--- config.mk ---
export PLATFORM = sky130hd
export DESIGN_NAME = hdlc_meter_frame_receiver_core
export DESIGN_NICKNAME = d
export VERILOG_FILES = /design/src/hw/rtl/hdlc_mfr_pkg.sv /design/src/hw/rtl/hdlc_mfr_parser.sv /design/src/hw/rtl/hdlc_meter_frame_receiver_core.sv
export SDC_FILE = /design/constraint.sdc
export NUM_CORES = 1
export LEC_CHECK = 0
export BUFFER_PORTS_ARGS = -buffer_cell sky130_fd_sc_hd__buf_2
export CAP_MARGIN = 10
export CELL_PAD_IN_SITES_DETAIL_PLACEMENT = 0
export CELL_PAD_IN_SITES_GLOBAL_PLACEMENT = 1
export CORE_ASPECT_RATIO = 0.9
export CORE_MARGIN = 2
export CORE_UTILIZATION = 49
export CTS_CLUSTER_SIZE = 10
export DETAILED_ROUTE_END_ITERATION = 8
export HOLD_SLACK_MARGIN = 0.12
export PLACE_DENSITY = 0.8
export SYNTH_ARGS = -nofsm -noshare
export SYNTH_HDL_FRONTEND = slang
export SYNTH_HIERARCHICAL = 1
export SYNTH_SLANG_ARGS = --single-unit
--- constraint.sdc ---
create_clock -name clk -period 8.2 [get_ports clk]
set_clock_uncertainty 0.05 [all_clocks]
set_input_delay 0 -clock clk [delete_from_list [all_inputs] [get_ports clk]]
set_output_delay 0 -clock clk [all_outputs]
set_load 0.1 [all_outputs]
--- src/hw/rtl/hdlc_mfr_pkg.sv ---
// ----------------------------------------------------------------------------
// hdlc_mfr_pkg
// Shared constants and the bytewise crc-16/x.25 update for the hdlc meter
// frame receiver.
// ----------------------------------------------------------------------------
package hdlc_mfr_pkg;

    localparam int BUFFER_BYTES_DEF   = 512;
    localparam int MAX_ADDR_BYTES_DEF = 3;

    localparam int LEN_W      = 12;
    localparam int ADDR_CNT_W = 3;
    localparam int HDR_FIXED  = 6;

    localparam logic [7:0]            FLAG_BYTE    = 8'h7E;
    localparam logic [7:0]            FORMAT_MASK  = 8'hF0;
    localparam logic [7:0]            FORMAT_RESET = 8'hA0;
    localparam logic [3:0]            LEN_HI_MASK  = 4'hF;
    localparam logic [ADDR_CNT_W-1:0] ADDR_CNT_MAX = 3'd7;

    localparam logic [15:0] CRC_INIT   = 16'hFFFF;
    localparam logic [15:0] CRC_POLY   = 16'h8408;
    localparam logic [15:0] CRC_XOROUT = 16'hFFFF;

    // one byte of the reflected crc, lsb first
    function automatic logic [15:0] crc_feed(input logic [15:0] crc, input logic [7:0] b);
        logic [15:0] c;
        c = crc ^ {8'h00, b};
        for (int k = 0; k < 8; k++)
        begin
            c = c[0] ? ((c >> 1) ^ CRC_POLY) : (c >> 1);
        end
        return c;
    endfunction

    function automatic logic [ADDR_CNT_W-1:0] sat_inc(input logic [ADDR_CNT_W-1:0] c);
        return (c == ADDR_CNT_MAX) ? ADDR_CNT_MAX : c + 1'b1;
    endfunction

endpackage

--- src/hw/rtl/hdlc_mfr_parser.sv ---
// ----------------------------------------------------------------------------
// hdlc_mfr_parser
// Frame state for the receiver: flag hunt, format and length decode, address
// collection, header and frame crc checks, stop flag detection.
// ----------------------------------------------------------------------------
module hdlc_mfr_parser
    import hdlc_mfr_pkg::*;
#(
    parameter int BUFFER_BYTES   = BUFFER_BYTES_DEF,
    parameter int MAX_ADDR_BYTES = MAX_ADDR_BYTES_DEF
)
(
    input  logic       clk,
    input  logic       rst_n,
    input  logic       step,
    input  logic [7:0] data_byte,
    input  logic [7:0] expected_format,
    output logic       frame_done
);

    localparam int POS_W = $clog2(BUFFER_BYTES + 1);
    localparam int CMP_W = (POS_W > LEN_W + 1) ? POS_W : LEN_W + 1;

    logic [POS_W-1:0]      pos_reg,   pos_next;
    logic [LEN_W-1:0]      flen_reg,  flen_next;
    logic [ADDR_CNT_W-1:0] dcnt_reg,  dcnt_next;
    logic [ADDR_CNT_W-1:0] scnt_reg,  scnt_next;
    logic                  ddone_reg, ddone_next;
    logic                  sdone_reg, sdone_next;
    logic [15:0]           crc_reg,   crc_next;
    logic [7:0]            rb0_reg,   rb0_next;
    logic [7:0]            rb1_reg,   rb1_next;

    logic                  wrap;
    logic                  take;
    logic [POS_W-1:0]      e_pos;
    logic [LEN_W-1:0]      e_flen;
    logic [ADDR_CNT_W-1:0] e_dcnt, e_scnt;
    logic                  e_ddone, e_sdone;
    logic [15:0]           e_crc;
    logic [7:0]            e_rb0, e_rb1;
    logic [15:0]           crc_cap;
    logic [POS_W-1:0]      np;
    logic [CMP_W-1:0]      np_w, hdr_pos, fcs_pos, stop_pos;
    logic                  crc_ok;
    logic                  fail;
    logic                  done_now;
    logic [LEN_W-1:0]      n_flen;
    logic [ADDR_CNT_W-1:0] n_dcnt, n_scnt;
    logic                  n_ddone, n_sdone;

    always_comb
    begin
        // finished frame or full buffer: start over and take this byte as byte 0
        wrap = ((flen_reg != '0) && (CMP_W'(pos_reg) >= CMP_W'(flen_reg) + CMP_W'(2)))
            || (CMP_W'(pos_reg) >= CMP_W'(BUFFER_BYTES));

        e_pos   = wrap ? '0 : pos_reg;
        e_flen  = wrap ? '0 : flen_reg;
        e_dcnt  = wrap ? '0 : dcnt_reg;
        e_scnt  = wrap ? '0 : scnt_reg;
        e_ddone = wrap ? 1'b0 : ddone_reg;
        e_sdone = wrap ? 1'b0 : sdone_reg;
        e_crc   = wrap ? CRC_INIT : crc_reg;
        e_rb0   = wrap ? 8'h00 : rb0_reg;
        e_rb1   = wrap ? 8'h00 : rb1_reg;

        take = step
            && !((pos_reg == '0) && (data_byte != FLAG_BYTE))
            && !(!wrap && (pos_reg == POS_W'(1)) && (data_byte == FLAG_BYTE));

        // crc runs two bytes behind so the fcs bytes can be compared
        crc_cap  = (e_pos >= POS_W'(3)) ? crc_feed(e_crc, e_rb1) : e_crc;
        np       = e_pos + 1'b1;
        np_w     = CMP_W'(np);
        hdr_pos  = CMP_W'(HDR_FIXED) + CMP_W'(e_dcnt) + CMP_W'(e_scnt);
        fcs_pos  = CMP_W'(e_flen) + CMP_W'(1);
        stop_pos = CMP_W'(e_flen) + CMP_W'(2);
        crc_ok   = ((crc_cap ^ CRC_XOROUT) == {data_byte, e_rb0});

        fail     = 1'b0;
        done_now = 1'b0;
        n_flen   = e_flen;
        n_dcnt   = e_dcnt;
        n_scnt   = e_scnt;
        n_ddone  = e_ddone;
        n_sdone  = e_sdone;

        if (np == POS_W'(1))
        begin
            fail = 1'b0;
        end
        else if (np == POS_W'(2))
        begin
            fail = ((data_byte & FORMAT_MASK) != expected_format);
        end
        else if (np == POS_W'(3))
        begin
            n_flen = {e_rb0[3:0] & LEN_HI_MASK, data_byte};
        end
        else if (!e_ddone)
        begin
            n_dcnt = sat_inc(e_dcnt);
            if (data_byte[0])
            begin
                n_ddone = 1'b1;
                fail    = (n_dcnt > ADDR_CNT_W'(MAX_ADDR_BYTES));
            end
        end
        else if (!e_sdone)
        begin
            n_scnt = sat_inc(e_scnt);
            if (data_byte[0])
            begin
                n_sdone = 1'b1;
                fail    = (n_scnt > ADDR_CNT_W'(MAX_ADDR_BYTES));
            end
        end
        else if (np_w == hdr_pos)
        begin
            fail = !crc_ok;
        end
        else if (np_w == fcs_pos)
        begin
            fail = !crc_ok;
        end
        else if (np_w == stop_pos)
        begin
            if (data_byte == FLAG_BYTE)
            begin
                done_now = 1'b1;
            end
            else
            begin
                fail = 1'b1;
            end
        end

        if (fail)
        begin
            pos_next   = '0;
            flen_next  = '0;
            dcnt_next  = '0;
            scnt_next  = '0;
            ddone_next = 1'b0;
            sdone_next = 1'b0;
            crc_next   = CRC_INIT;
            rb0_next   = 8'h00;
            rb1_next   = 8'h00;
        end
        else
        begin
            pos_next   = np;
            flen_next  = n_flen;
            dcnt_next  = n_dcnt;
            scnt_next  = n_scnt;
            ddone_next = n_ddone;
            sdone_next = n_sdone;
            crc_next   = crc_cap;
            rb0_next   = data_byte;
            rb1_next   = e_rb0;
        end

        frame_done = take && done_now;
    end

    always_ff @(posedge clk or negedge rst_n)
    begin
        if (!rst_n)
        begin
            pos_reg   <= '0;
            flen_reg  <= '0;
            dcnt_reg  <= '0;
            scnt_reg  <= '0;
            ddone_reg <= 1'b0;
            sdone_reg <= 1'b0;
            crc_reg   <= CRC_INIT;
            rb0_reg   <= 8'h00;
            rb1_reg   <= 8'h00;
        end
        else if (take)
        begin
            pos_reg   <= pos_next;
            flen_reg  <= flen_next;
            dcnt_reg  <= dcnt_next;
            scnt_reg  <= scnt_next;
            ddone_reg <= ddone_next;
            sdone_reg <= sdone_next;
            crc_reg   <= crc_next;
            rb0_reg   <= rb0_next;
            rb1_reg   <= rb1_next;
        end
    end

endmodule

--- src/hw/rtl/hdlc_meter_frame_receiver_core.sv ---
// ----------------------------------------------------------------------------
// hdlc_meter_frame_receiver_core
// Byte-wise receiver and checker for hdlc format type 3 meter frames.
// ----------------------------------------------------------------------------
// usage:
//   input channel: in_valid / in_stall with data_byte, one link byte per
//   transaction. every accepted byte yields exactly one output transaction
//   on out_valid / out_stall carrying frame_done, which is 1 only for the
//   stop flag of a frame whose format, addresses, header crc and frame crc
//   all passed.
//   frame_done is registered, in the output register or the skid entry.
//   throughput: one byte per cycle while in_stall is low; the byte-wise crc
//   update and the position compares all finish in the accept cycle of the parser.
//   the user writes expected_format via cfg_wr_en / cfg_wr_data while idle; not enforced.
//   reset: the frame state returns to flag hunt, expected_format to 0xa0,
//   and the output buffer empties.
//   stall: a two-entry output buffer (output register plus skid) keeps one
//   byte flowing while out_stall is high; in_stall rises only once the skid
//   entry is occupied.
// ----------------------------------------------------------------------------
module hdlc_meter_frame_receiver_core
    import hdlc_mfr_pkg::*;
#(
    parameter int BUFFER_BYTES   = BUFFER_BYTES_DEF,
    parameter int MAX_ADDR_BYTES = MAX_ADDR_BYTES_DEF
)
(
    input  logic       clk,
    input  logic       rst_n,
    input  logic       cfg_wr_en,
    input  logic [7:0] cfg_wr_data,
    input  logic       in_valid,
    output logic       in_stall,
    input  logic [7:0] data_byte,
    output logic       out_valid,
    input  logic       out_stall,
    output logic       frame_done
);

    logic [7:0] expected_format_reg;
    logic       out_valid_reg;
    logic       out_done_reg;
    logic       skid_valid_reg;
    logic       skid_done_reg;
    logic       push;
    logic       pop;
    logic       done_calc;

    assign in_stall   = skid_valid_reg;
    assign push       = in_valid && !in_stall;
    assign pop        = out_valid_reg && !out_stall;
    assign out_valid  = out_valid_reg;
    assign frame_done = out_done_reg;

    hdlc_mfr_parser #(
        .BUFFER_BYTES   (BUFFER_BYTES),
        .MAX_ADDR_BYTES (MAX_ADDR_BYTES)
    ) u_parser (
        .clk             (clk),
        .rst_n           (rst_n),
        .step            (push),
        .data_byte       (data_byte),
        .expected_format (expected_format_reg),
        .frame_done      (done_calc)
    );

    always_ff @(posedge clk or negedge rst_n)
    begin
        if (!rst_n)
        begin
            expected_format_reg <= FORMAT_RESET;
        end
        else if (cfg_wr_en)
        begin
            expected_format_reg <= cfg_wr_data;
        end
    end

    always_ff @(posedge clk or negedge rst_n)
    begin
        if (!rst_n)
        begin
            out_valid_reg  <= 1'b0;
            skid_valid_reg <= 1'b0;
        end
        else if (skid_valid_reg)
        begin
            if (pop)
            begin
                skid_valid_reg <= 1'b0;
            end
        end
        else if (push)
        begin
            if (out_valid_reg && !pop)
            begin
                skid_valid_reg <= 1'b1;
            end
            else
            begin
                out_valid_reg <= 1'b1;
            end
        end
        else if (pop)
        begin
            out_valid_reg <= 1'b0;
        end
    end

    // result payload
    always_ff @(posedge clk)
    begin
        if (skid_valid_reg)
        begin
            if (pop)
            begin
                out_done_reg <= skid_done_reg;
            end
        end
        else if (push)
        begin
            if (out_valid_reg && !pop)
            begin
                skid_done_reg <= done_calc;
            end
            else
            begin
                out_done_reg <= done_calc;
            end
        end
    end

endmodule
==> metrics, run 1 <==
status=finished clean; Area growth syn-to-layout=13.1%; Seq/Total Area, Yosys=0.316; IO Port Bufs=23; width of the die=120 um; GP Congestion=0.925; Placement Setup Slack=0.421 ns; RSZ-0062 raised after global routing=false; largest net degree at the start of global routing=73; Clock Pin Slew Worst Setup and Hold Paths=0.06 ns; ant diodes=0; Post-synth ARST share=0.973; FF+latch count, synth=74; all-layer global routing usage=0.293; period utilisation layout=0.909; CP Capture Type=flip-flop; multiplexer share of the synthesized area=0.0451; Iter 0 DRT Violations=498; vias in the first global route=5183; R2R depth=22; adder-cell share of the synthesized area=0.0537; DIE HEIGHT=109 um; synthesized instance count=683; r2r setup slk=0.74 ns; final wirelength=18.4 mm; post-route setup slack=0.745 ns; row count=38; Clock Tree Root=clkbuf_16; XOR/XNOR Fraction of Synth Area=0.114; EDFF count, synth=2; Vias per Instance=6.23; Setup crit start kind=flip-flop; worst path arrival time=7.69 ns; Worst Hold Class=input port to async pin; post-synthesis compound-gate area fraction=0.214; combinational family with the most area after synthesis=compound AO/OA/AOI/OAI gates; most common cell after layout, fill and taps aside=nand2_1; Post-DRT Antenna Nets=0; H-tree depth=3; ys flop type=dfrtp_1; syn avg cell area=8.73 um2; fin crit period=7.46 ns; commonest non-fill, non-tap cells in the layout=91 x nand2_1, 54 x dfrtp_1, 47 x xnor2_1, 33 x nor2_1, 31 x nand3_1; final count of hold timing violations=0; dpl hpwl=12.9 mm; initial antenna violation count=0; die area=13100 um2; Boundary Pins=24; Final Net Count=758; Core ar.=12000 um2; crit path max fanout=22; Syn Nets=729; drc violations=0; CTS Buf Count=9; simple logic cell fraction of the synthesized area=0.203; slew of the pin with the lowest slew margin=0.955 ns; non-filler cells, final=877; routed vias=5465; Pre-Repair DR Iteration Count=5; CTS sink count=74; Starting Density=0.498; placed cell count=830; synthesized area=5960 um2; # setup viols final=0; maxcap violations=0; worst hold slack=0.287 ns; Layout fillers=1112; Worst-Skew Late Latency=0.35 ns; Yosys warning count=6; Setup TNS=0 ns; Req. time, crit path=8.44 ns; grt ovf=0; first-pass GRT wire length=29.2 mm; fraction of layout cells with a size suffix above 1=0.152; Fmax achieved=134 MHz; CTS tree=built; worst-case clock buffer depth=2; Final Max Tran Viols=0; per-cell routed wire length=20.9 um; Largest register FFs=16; Synth cell types=79; slew margin rel.=0.363; Crit Path Category=flip-flop to flip-flop
## final cells by class
class	count	area [um2]	area share
multi-input cells	537	3770	0.559
inverters	24	90.1	0.0134
repair buffers	66	523	0.0776
flip-flops and latches	74	1880	0.279
clock buffers	12	246	0.0365
clock inverters	4	27.5	0.00408
well taps	160	200	0.0297
## final timing paths
| check | to | from |
|---|---|---|
| setup reg to reg | u_parser/crc_reg[7] | u_parser/flen_reg[3] |
| setup / recovery | u_parser/crc_reg[7] | u_parser/flen_reg[3] |
| hold reg to reg | u_parser/rb1_reg[6] | u_parser/rb1_reg[6] |
| hold / removal | u_parser/rb0_reg[7] | rst_n |
| min in group clk | out_valid | in_valid |
| max in group asynchronous | u_parser/flen_reg[4] | rst_n |
## critical path, cell delays in order (launching register included)
cell and delay (ns):
dfrtp_1 0.56, nand3_1 0.22, or3_1 0.48, xor2_1 0.18, ha_1 0.30, a21oi_1 0.17
o22ai_1 0.12, a2111oi_2 0.53, or2_1 0.68, nand2_1 0.22, inv_1 0.17, ha_1 0.18
nand3_1 0.27, xnor2_1 0.49, xor2_1 0.11, or4_1 0.54, nor4_1 0.52, o211ai_1 0.16
a31oi_1 0.31, o32ai_4 0.14, buf_12 0.17, a31oi_2 0.52, o32a_1 0.27
## synthesized netlist by cell type, types with 7 or more instances
cell / instances / area share
nand2_1: 91 / 0.057
dfrtp_1: 54 / 0.23
xnor2_1: 47 / 0.069
nor2_1: 34 / 0.021
nand3_1: 31 / 0.026
clkbuf_1: 30 / 0.019
xor2_1: 28 / 0.041
o21ai_0: 26 / 0.022
ha_1: 24 / 0.050
inv_1: 23 / 0.014
dfstp_2: 18 / 0.079
o21ai_1: 17 / 0.014
a21oi_1: 15 / 0.013
nand4_1: 15 / 0.016
nor3_1: 14 / 0.012
a31oi_1: 12 / 0.013
o211ai_1: 12 / 0.015
and2_1: 10 / 0.010
buf_2: 10 / 0.0084
nor4_1: 10 / 0.010
a22o_1: 8 / 0.012
mux2_4: 8 / 0.020
o22a_1: 8 / 0.012
o22ai_1: 8 / 0.0084
mux2i_1: 7 / 0.012
o21a_1: 7 / 0.0088
## layer usage
| metal | GRT usage | share of wire | up-vias |
|---|---|---|---|
| met5 | 0 | 0 | - |
| met2 | 0.457 | 0.45 | 228 |
| li1 | - | - | 2550 |
| met1 | 0.395 | 0.44 | 2644 |
| met4 | 0.115 | 0.029 | 0 |
| met3 | 0.0711 | 0.076 | 43 |
## metrics by stage
stage                     cell area [um2]  utilization
after floorplan                      5960            -
after global placement               6150        0.513
after detailed placement             6150        0.513
after CTS                            6710        0.560
after global routing                 6740        0.563
final                                6740        0.563
## cell families (layout without fill, tap and decap cells)
logic type,after synthesis,after routing
AO/OA/AOI/OAI,171,171
XOR/XNOR,76,76
adder cells (fa/ha/maj),25,25
buffers and inverters,72,106
flip-flops,74,74
multiplexers,22,22
AND/OR/NAND/NOR,243,243
## what timing repair did
action / 4_1_cts / 5_1_grt
setup endpoints to repair: 0 / 38
hold buffers: 28 / 0
resized for setup: 0 / 1
endpoints found under the hold margin: 84 / 0
setup buffers: 0 / 3
Power of run 1 is not shown: default switching activity piles up to over one toggle a cycle in this logic, so the estimate is an artifact.
==> inputs of run 2 (changes only) <==
Settings changed: CORE_UTILIZATION 49 to 44, PLACE_DENSITY 0.8 to 0.75.
Clock period 8.2 ns to 6.4 ns, I/O delays scaled along.
==> metrics, run 2 (synthesis gave the netlist of run 1 again) <==
status=finished clean; Setup crit start kind=flip-flop; worst-case clock buffer depth=2; Clock Pin Slew Worst Setup and Hold Paths=0.06 ns; Boundary Pins=24; worst path arrival time=6.26 ns; Crit Path Category=flip-flop to flip-flop; Worst-Skew Late Latency=0.34 ns; CTS tree=built; CTS sink count=74; Setup TNS=0 ns; Req. time, crit path=6.60 ns; largest net degree at the start of global routing=73; routed vias=5534; slew margin rel.=0.338; Fmax achieved=165 MHz; DIE HEIGHT=114 um; worst hold slack=0.295 ns; Worst Hold Class=input port to async pin; final count of hold timing violations=0; Placement Setup Slack=0.197 ns; H-tree depth=3; row count=40; Final Max Tran Viols=0; IO Port Bufs=23; Pre-Repair DR Iteration Count=5; grt ovf=0; RSZ-0062 raised after global routing=false; CP Capture Type=flip-flop; # setup viols final=0; Vias per Instance=6.18; final wirelength=18.7 mm; Area growth syn-to-layout=16.7%; Starting Density=0.448; initial antenna violation count=0; GP Congestion=0.979; drc violations=0; ant diodes=0; first-pass GRT wire length=29.9 mm; slew of the pin with the lowest slew margin=0.989 ns; Post-DRT Antenna Nets=0; maxcap violations=0; Clock Tree Root=clkbuf_16; worst r2r src=u_parser/flen_reg[1]; fraction of layout cells with a size suffix above 1=0.172; Largest register FFs=16; Core ar.=13300 um2; period utilisation layout=0.947; most common cell after layout, fill and taps aside=nand2_1; Final Net Count=768; per-cell routed wire length=20.9 um; CTS Buf Count=9; width of the die=127 um; crit path launch=u_parser/flen_reg[1]; commonest non-fill, non-tap cells in the layout=91 x nand2_1, 54 x dfrtp_1, 47 x xnor2_1, 34 x nor2_1, 30 x nand3_1; Iter 0 DRT Violations=574; vias in the first global route=5498; dpl hpwl=13.2 mm; post-route setup slack=0.338 ns; die area=14500 um2; all-layer global routing usage=0.265; crit path max fanout=18; fin crit period=6.06 ns
[run 2: metal layers]
layer  GRT usage  vias up  wire [um]
li1            -     2551          -
met3      0.0463       34       1220
met1       0.370     2731       8540
met5           0        -          0
met2       0.425      218       8540
met4      0.0784        0        368
[run 2: area by class of cell]
class                   count  area (um2)
clock buffers              10         250
clock inverters             6         111
fillers                  1221        6350
inverters                  24        90.1
multi-input cells         537        3810
flip-flops and latches     74        1880
well taps                 168         210
repair buffers             76         598
[run 2: path summary, 6_finish.rpt]
check	to	slack, ns	cells after the start
worst max-delay path	u_parser/pos_reg[9]	0.34	24
worst min-delay path	u_parser/rb0_reg[7]	0.30	2
worst max register to register	u_parser/pos_reg[9]	0.34	24
worst min register to register	u_parser/rb1_reg[2]	0.46	2
max in group asynchronous	u_parser/pos_reg[6]	5.41	2
min in group clk	in_stall	0.42	4
[run 2: metrics by stage]
| stage | utilization | cell area (um2) | cells |
|---|---|---|---|
| detailed placement | 0.471 | 6260 | 850 |
| CTS | 0.519 | 6910 | 894 |
| floorplan | - | 5980 | 683 |
| finish | 0.523 | 6960 | 895 |
| global route | 0.523 | 6960 | 895 |
| global placement | 0.471 | 6260 | 850 |
[run 2: critical path, stage by stage (launching register included)]
cell and delay (ns):
dfrtp_1 0.38, buf_4 0.18, ha_1 0.27, xnor2_1 0.18
ha_1 0.25, o21ai_0 0.25, a211oi_2 0.13, a2111oi_4 0.33
or2_4 0.22, nand2_1 0.10, inv_1 0.14, ha_1 0.20
nand3_2 0.19, o21a_1 0.27, a31o_2 0.27, nand2_4 0.20
mux2i_1 0.34, and2_1 0.17, o211ai_1 0.10, or4_1 0.60
o32ai_4 0.34, buf_12 0.17, buf_4 0.19, nand2_4 0.19
o31ai_1 0.26
[run 2: repair_timing]
item	4_1_cts	5_1_grt
endpoints found under the hold margin	84	0
buffers inserted	0	1
gates resized for setup	0	6
setup endpoints to repair	0	58
hold buffers	28	0
Power of run 2 is left out for the same reason.
